$ cat src/hdl/lidar_polar_to_cartesian_defines.svh
// ----------------------------------------------------------------------------
// Lidar polar to Cartesian converter - assertion macros
// Clocked property wrappers on aclk, disabled while aresetn is low.
// ----------------------------------------------------------------------------
`ifndef LIDAR_POLAR_TO_CARTESIAN_DEFINES_SVH
`define LIDAR_POLAR_TO_CARTESIAN_DEFINES_SVH

// same-cycle implication
`define LP2C_ASSERT(label, ante, cons, msg) \
    label: assert property (@(posedge aclk) disable iff (!aresetn) (ante) |-> (cons)) \
        else $error(msg);

// next-cycle implication
`define LP2C_ASSERT_NXT(label, ante, cons, msg) \
    label: assert property (@(posedge aclk) disable iff (!aresetn) (ante) |=> (cons)) \
        else $error(msg);

`endif

$ cat src/hdl/lp2c_pkg.sv
// ----------------------------------------------------------------------------
// lp2c_pkg
// Shared types, constants and trig helpers for the lidar point converter.
// ----------------------------------------------------------------------------
package lp2c_pkg;

    localparam int LASER_COUNT_DEF = 16;
    localparam int LANE_SPAN       = 32;   // channel field is 5 bits
    localparam int LANE_W          = 5;

    localparam int S_TDATA_W = 56;
    localparam int S_TUSER_W = 2;
    localparam int M_TDATA_W = 120;

    localparam int ELEV_MAX = 90;
    localparam int ELEV_MIN = -90;

    // azimuth / 100 as multiply by ceil(2^24 / 100), exact for 16-bit input
    localparam logic [17:0] AZ_RECIP = 18'd167773;
    localparam int          AZ_SHIFT = 24;
    localparam logic [9:0]  DEG_FULL = 10'd360;

    typedef enum logic [1:0] {
        ACT_CONVERT = 2'd0,
        ACT_ELEV_WR = 2'd1,
        ACT_CORR_WR = 2'd2
    } action_t;

    typedef struct packed {
        logic                elev_we;
        logic                corr_we;
        logic [LANE_W-1:0]   lane;
        logic signed [15:0]  value;
    } tbl_wr_t;

    // round(32768 * sin(k deg)), k = 0..90, 90 deg saturated
    localparam logic [15:0] SIN_Q15 [91] = '{
        16'd0,     16'd572,   16'd1144,  16'd1715,  16'd2286,
        16'd2856,  16'd3425,  16'd3993,  16'd4560,  16'd5126,
        16'd5690,  16'd6252,  16'd6813,  16'd7371,  16'd7927,
        16'd8481,  16'd9032,  16'd9580,  16'd10126, 16'd10668,
        16'd11207, 16'd11743, 16'd12275, 16'd12803, 16'd13328,
        16'd13848, 16'd14365, 16'd14876, 16'd15384, 16'd15886,
        16'd16384, 16'd16877, 16'd17364, 16'd17847, 16'd18324,
        16'd18795, 16'd19261, 16'd19720, 16'd20174, 16'd20622,
        16'd21063, 16'd21498, 16'd21926, 16'd22348, 16'd22763,
        16'd23170, 16'd23571, 16'd23965, 16'd24351, 16'd24730,
        16'd25102, 16'd25466, 16'd25822, 16'd26170, 16'd26510,
        16'd26842, 16'd27166, 16'd27482, 16'd27789, 16'd28088,
        16'd28378, 16'd28660, 16'd28932, 16'd29197, 16'd29452,
        16'd29698, 16'd29935, 16'd30163, 16'd30382, 16'd30592,
        16'd30792, 16'd30983, 16'd31164, 16'd31336, 16'd31499,
        16'd31652, 16'd31795, 16'd31928, 16'd32052, 16'd32166,
        16'd32270, 16'd32365, 16'd32449, 16'd32524, 16'd32589,
        16'd32644, 16'd32688, 16'd32723, 16'd32748, 16'd32763,
        16'd32767
    };

    // sine of a whole-degree angle 0..359 by quadrant folding
    function automatic logic signed [15:0] sin_deg(input logic [8:0] a);
        logic [8:0]  idx;
        logic        neg;
        logic [15:0] mag;
        if (a <= 9'd90) begin
            idx = a;
            neg = 1'b0;
        end else if (a <= 9'd180) begin
            idx = 9'd180 - a;
            neg = 1'b0;
        end else if (a <= 9'd270) begin
            idx = a - 9'd180;
            neg = 1'b1;
        end else begin
            idx = 9'd360 - a;
            neg = 1'b1;
        end
        mag = SIN_Q15[idx[6:0]];
        return neg ? -$signed(mag) : $signed(mag);
    endfunction

    // >> 22, round to nearest, ties away from zero
    function automatic logic signed [25:0] rnd_shr22(input logic signed [47:0] v);
        logic [47:0] m;
        logic [47:0] r;
        m = v[47] ? 48'(-v) : 48'(v);
        r = (m + 48'(1 << 21)) >> 22;
        return v[47] ? -$signed(26'(r)) : $signed(26'(r));
    endfunction

    // >> 7, round to nearest, ties away from zero
    function automatic logic signed [25:0] rnd_shr7(input logic signed [32:0] v);
        logic [32:0] m;
        logic [32:0] r;
        m = v[32] ? 33'(-v) : 33'(v);
        r = (m + 33'(1 << 6)) >> 7;
        return v[32] ? -$signed(26'(r)) : $signed(26'(r));
    endfunction

endpackage

$ cat src/hdl/lp2c_tables.sv
// ----------------------------------------------------------------------------
// lp2c_tables
// Per-laser elevation and correction tables, cleared at reset.
// ----------------------------------------------------------------------------
module lp2c_tables import lp2c_pkg::*; #(
    parameter int TBL_DEPTH = LASER_COUNT_DEF,
    parameter int LIDX_W    = 4
) (
    input  logic               aclk,
    input  logic               aresetn,
    input  tbl_wr_t            wr,
    input  logic [LIDX_W-1:0]  rd_lane,
    output logic signed [7:0]  rd_elev,
    output logic signed [15:0] rd_corr
);

    logic signed [7:0]  elev_reg [TBL_DEPTH];
    logic signed [15:0] corr_reg [TBL_DEPTH];
    logic signed [7:0]  elev_next;
    logic [LIDX_W-1:0]  wr_idx;

    assign wr_idx = wr.lane[LIDX_W-1:0];

    // elevation stored clamped to +/-90 deg
    always_comb begin
        if (wr.value > ELEV_MAX) begin
            elev_next = 8'(ELEV_MAX);
        end else if (wr.value < ELEV_MIN) begin
            elev_next = 8'(ELEV_MIN);
        end else begin
            elev_next = wr.value[7:0];
        end
    end

    always_ff @(posedge aclk) begin
        if (!aresetn) begin
            for (int i = 0; i < TBL_DEPTH; i++) begin
                elev_reg[i] <= '0;
                corr_reg[i] <= '0;
            end
        end else begin
            if (wr.elev_we) begin
                elev_reg[wr_idx] <= elev_next;
            end
            if (wr.corr_we) begin
                corr_reg[wr_idx] <= wr.value;
            end
        end
    end

    assign rd_elev = elev_reg[rd_lane];
    assign rd_corr = corr_reg[rd_lane];

endmodule
$ cat config.mk
export PLATFORM = sky130hd
export DESIGN_NAME = lp2c_tables
export DESIGN_NICKNAME = d
export VERILOG_FILES = /design/src/hdl/lidar_polar_to_cartesian_defines.svh /design/src/hdl/lp2c_pkg.sv /design/src/hdl/lp2c_tables.sv
export SDC_FILE = /design/constraint.sdc
export NUM_CORES = 1
export LEC_CHECK = 0
export BUFFER_PORTS_ARGS = -buffer_cell sky130_fd_sc_hd__buf_2
export CAP_MARGIN = 30
export CELL_PAD_IN_SITES_DETAIL_PLACEMENT = 1
export CELL_PAD_IN_SITES_GLOBAL_PLACEMENT = 2
export CORE_MARGIN = 1
export CORE_UTILIZATION = 40
export DETAILED_ROUTE_END_ITERATION = 7
export GPL_ROUTABILITY_DRIVEN = 1
export GPL_TIMING_DRIVEN = 0
export PLACE_DENSITY_LB_ADDON = 0.1
export SYNTH_ARGS = -nofsm -noshare
export SYNTH_HDL_FRONTEND = slang
export SYNTH_SLANG_ARGS = --single-unit
$ cat constraint.sdc
create_clock -name aclk -period 3.7 [get_ports aclk]
set_input_delay 0.555 -clock aclk [delete_from_list [all_inputs] [get_ports aclk]]
set_output_delay 0.555 -clock aclk [all_outputs]
set_load 0.05 [all_outputs]
==> qor.tcl <==
set qor(place.port_buffers) 45
set qor(max_slew.worst_pin.slew_ns) 0.996
set qor(synth_area_per_cell_um2) 14.9
set qor(synth.area.top_cells) {sky130_fd_sc_hd__edfxtp_1 (67%), sky130_fd_sc_hd__mux4_2 (12%), sky130_fd_sc_hd__and2_1 (6.7%)}
set qor(fp.coreArea_um2) 42300
set qor(layout.filler_cells) 4148
set qor(layout-drive-gt1-share) 0.222
set qor(grt_antenna_before_repair) 2
set qor(setup_ws_ns) 0.127
set qor(route.detailed.vias_per_inst) 5.58
set qor(critPathArrivalTime_ns) 3.02
set qor(pre_cts_slack_ns) -0.334
set qor(clock_tree.buffer_depth) 3
set qor(top_area_cell_type_share_of_the_netlist_area) 0.665
set qor(dp_hpwl_um) 37100
set qor(register_clock_pin_slew_on_the_reported_worst_setup_and_hold_paths_ns) 0.06
set qor(syn-num-nets) 1190
set qor(flip_flop_count_of_the_largest_register_all_copies_and_words_added) 256
set qor(cts_inserted_buffers) 43
set qor(detail_route.iter0.violations) 926
set qor(firstDrtPassIters) 4
set qor(syn_warnings) 0
set qor(relative_contribution_of_sequential_cells_to_total_power) 0.484
set qor(die_x_um) 210
set qor(area.growth.synth_to_final_pct) 16.1
set qor(final_period_minus_worst_setup_slack_ns) 3.57
set qor(run_status) {finished, final reports clean}
set qor(nets) 1301
set qor(grt_util_all_layers) 0.248
set qor(max-vdd-ir-drop_mv) 0.401
set qor(setup.worst_path.class) {primary input to primary output}
set qor(max-cap-violations) 0
set qor(postCtsHoldBufs) 0
set qor(critPathLaunchType) {primary input}
set qor(hold_path_class) {primary input to register}
set qor(sequential_to_total_area_share_from_yosys_stat) 0.665
set qor(synth_async_sr_flop_share) 0
set qor(grt_pass1_wl_um) 76200
set qor(wirelength_um) 52800
set qor(grt_setup_unrepaired) {no}
set qor(grt_pass1_vias) 11000
set qor(wire_per_inst_um) 28.1
set qor(critical_path_peak_fanout) 10
set qor(critPathCaptureType) {primary output}
set qor(io_pins) 53
set qor(power_density_over_the_cells_nw_per_um2) 523
set qor(clock_tree_from_tritoncts) {yes}
set qor(setup_viol_count_final) 0
set qor(sw_frac_of_total) 0.237
set qor(p_comb_frac) 0.097
set qor(synth.ff_latch_count) 384
set qor(internal_power_w) 0.00803
set qor(netlist_area_um2) 17300
set qor(placement_rows) 75
set qor(finalHoldViolCount) 0
set qor(syn-instance-count) 1161
set qor(initial_cell_density_of_the_core) 0.410
set qor(synth_edf_count) 384
set qor(gpl.final_weighted_congestion) 0.794
set qor(synth_area_leader_cell) {sky130_fd_sc_hd__edfxtp_1}
set qor(pwr-share-clk) 0.419
set qor(vias) 10500
set qor(route.detailed.drc) 0
set qor(grt_overflow_total) 0
set qor(die_height_um) 210
set qor(max_slew_margin) 0.336
set qor(fin_tns_setup_ns) 0
set qor(hold_depth) 2
set qor(post-cts-setup-buffer-count) 0
set qor(die_area_um2) 44200
set qor(root_buffer_cell) {sky130_fd_sc_hd__clkbuf_16}
set qor(drt.antenna.violating_nets) 0
set qor(cts_max_level) 2
set qor(power.net_switching_w) 0.00250
set qor(cp.required_ns) 3.14
set qor(yosys_most_used_dff) {sky130_fd_sc_hd__edfxtp_1}
set qor(yosys.cell_types.count) 44
set qor(static-leakage-power_nw) 6.76
set qor(pin_count_of_the_biggest_net_entering_global_routing) 17
set qor(numClockSinks) 384
set qor(final_max_slew_viol_count) 0
set qor(maxClockFrequency_mhz) 280
set qor(fin_crit_sh) 0.966
## power groups by stage
stage | sequential, W | clock [W] | combinational (W)
6_report | 0.00509 | 0.00441 | 0.00102
5_1_grt | 0.00512 | 0.00461 | 0.00107
4_1_cts | 0.00510 | 0.00448 | 0.00102
3_5_place_dp | 0.00519 | 0 | 0.00102
3_3_place_gp | 0.00519 | 0 | 0.000965
2_1_floorplan | 0.00516 | 0 | 0.000618
## cells in the final DEF (no fill, tap or decap), drive strengths merged, types with 3 or more instances in the layout
| master | count |
|---|---|
| a22oi | 49 |
| and2 | 194 |
| buf | 81 |
| bufinv | 7 |
| clkbuf | 148 |
| clkinv | 14 |
| edfxtp | 384 |
| mux4 | 96 |
| nand2 | 62 |
| nand2b | 3 |
| nand4 | 3 |
| nor2 | 133 |
| nor2b | 4 |
| nor3 | 84 |
| o21ai | 16 |
## metrics by stage
stage	instances	util	power, W	cell area (um2)	hold WS [ns]
2_1_floorplan	1161	-	0.00578	17300	0.753
3_3_place_gp	1783	0.432	0.00615	18300	0.979
3_5_place_dp	1803	0.441	0.00621	18700	0.986
4_1_cts	1878	0.475	0.0106	20100	0.379
5_1_grt	1879	0.476	0.0108	20100	0.414
6_report	1880	0.476	0.0105	20100	0.416
## area by class of cell
cell class	count	area (um2)	area share
Sequential cell	384	11500	0.573
Inverter	4	15.0	0.000746
Clock buffer	56	1150	0.0569
Tap cell	577	722	0.0359
Buffer	108	477	0.0237
Clock inverter	19	275	0.0137
Multi-Input combinational cell	665	5390	0.268
Timing Repair Buffer	66	571	0.0283
Antenna cell	1	2.50	0.000124
## logic make-up (layout without fill, tap and decap cells)
logic type,after synthesis,in the layout,synth area share
AOI/OAI and AO/OA,77,77,0.0354
DFF,384,384,0.665
other,0,1,0
muxes,96,96,0.125
and+or+nand+nor,492,492,0.147
buffers and inverters,112,253,0.0274
## final timing paths
path	startpoint	to	slack, ns
min	wr[0]	corr_reg[3][0]	0.42
max	rd_lane[1]	rd_elev[3]	0.13
## cell usage after synthesis (2+ instances only)
cell type and count:
sky130_fd_sc_hd__nand4_1 3, sky130_fd_sc_hd__buf_6 2, sky130_fd_sc_hd__and2_2 6, sky130_fd_sc_hd__o21ai_0 16, sky130_fd_sc_hd__nor2b_1 4, sky130_fd_sc_hd__a22oi_1 48
sky130_fd_sc_hd__nand2_1 62, sky130_fd_sc_hd__or3_1 2, sky130_fd_sc_hd__or2_2 2, sky130_fd_sc_hd__mux4_2 96, sky130_fd_sc_hd__buf_4 2, sky130_fd_sc_hd__buf_1 2
sky130_fd_sc_hd__buf_2 11, sky130_fd_sc_hd__clkinv_1 3, sky130_fd_sc_hd__and2_1 187, sky130_fd_sc_hd__o22ai_2 2, sky130_fd_sc_hd__nor2_2 14, sky130_fd_sc_hd__nor3_1 83
sky130_fd_sc_hd__edfxtp_1 384, sky130_fd_sc_hd__clkbuf_2 2, sky130_fd_sc_hd__clkbuf_1 87, sky130_fd_sc_hd__nor2_1 119, sky130_fd_sc_hd__nand2b_1 3
## critical path: stages
cell,delay (ns)
sky130_fd_sc_hd__clkbuf_1,0.29
sky130_fd_sc_hd__clkbuf_2,0.45
sky130_fd_sc_hd__buf_1,0.31
sky130_fd_sc_hd__buf_8,0.22
sky130_fd_sc_hd__mux4_2,0.32
sky130_fd_sc_hd__a22oi_1,0.49
sky130_fd_sc_hd__nand2_1,0.14
sky130_fd_sc_hd__buf_2,0.24
## layer usage
layer | wire length [um] | GRT usage | up-vias
li1 | - | - | 4579
met1 | 23700 | 0.362 | 5506
met2 | 24600 | 0.385 | 333
met3 | 3350 | 0.0392 | 65
met4 | 1060 | 0.0664 | 0
met5 | 0 | 0 | -
## repair_timing
item                                    4_1_cts  5_1_grt
endpoints found under the setup margin       21        5
gates resized for setup                       5        2
cloned                                        0        0
Note: power is estimated with default switching activity, not from simulation.
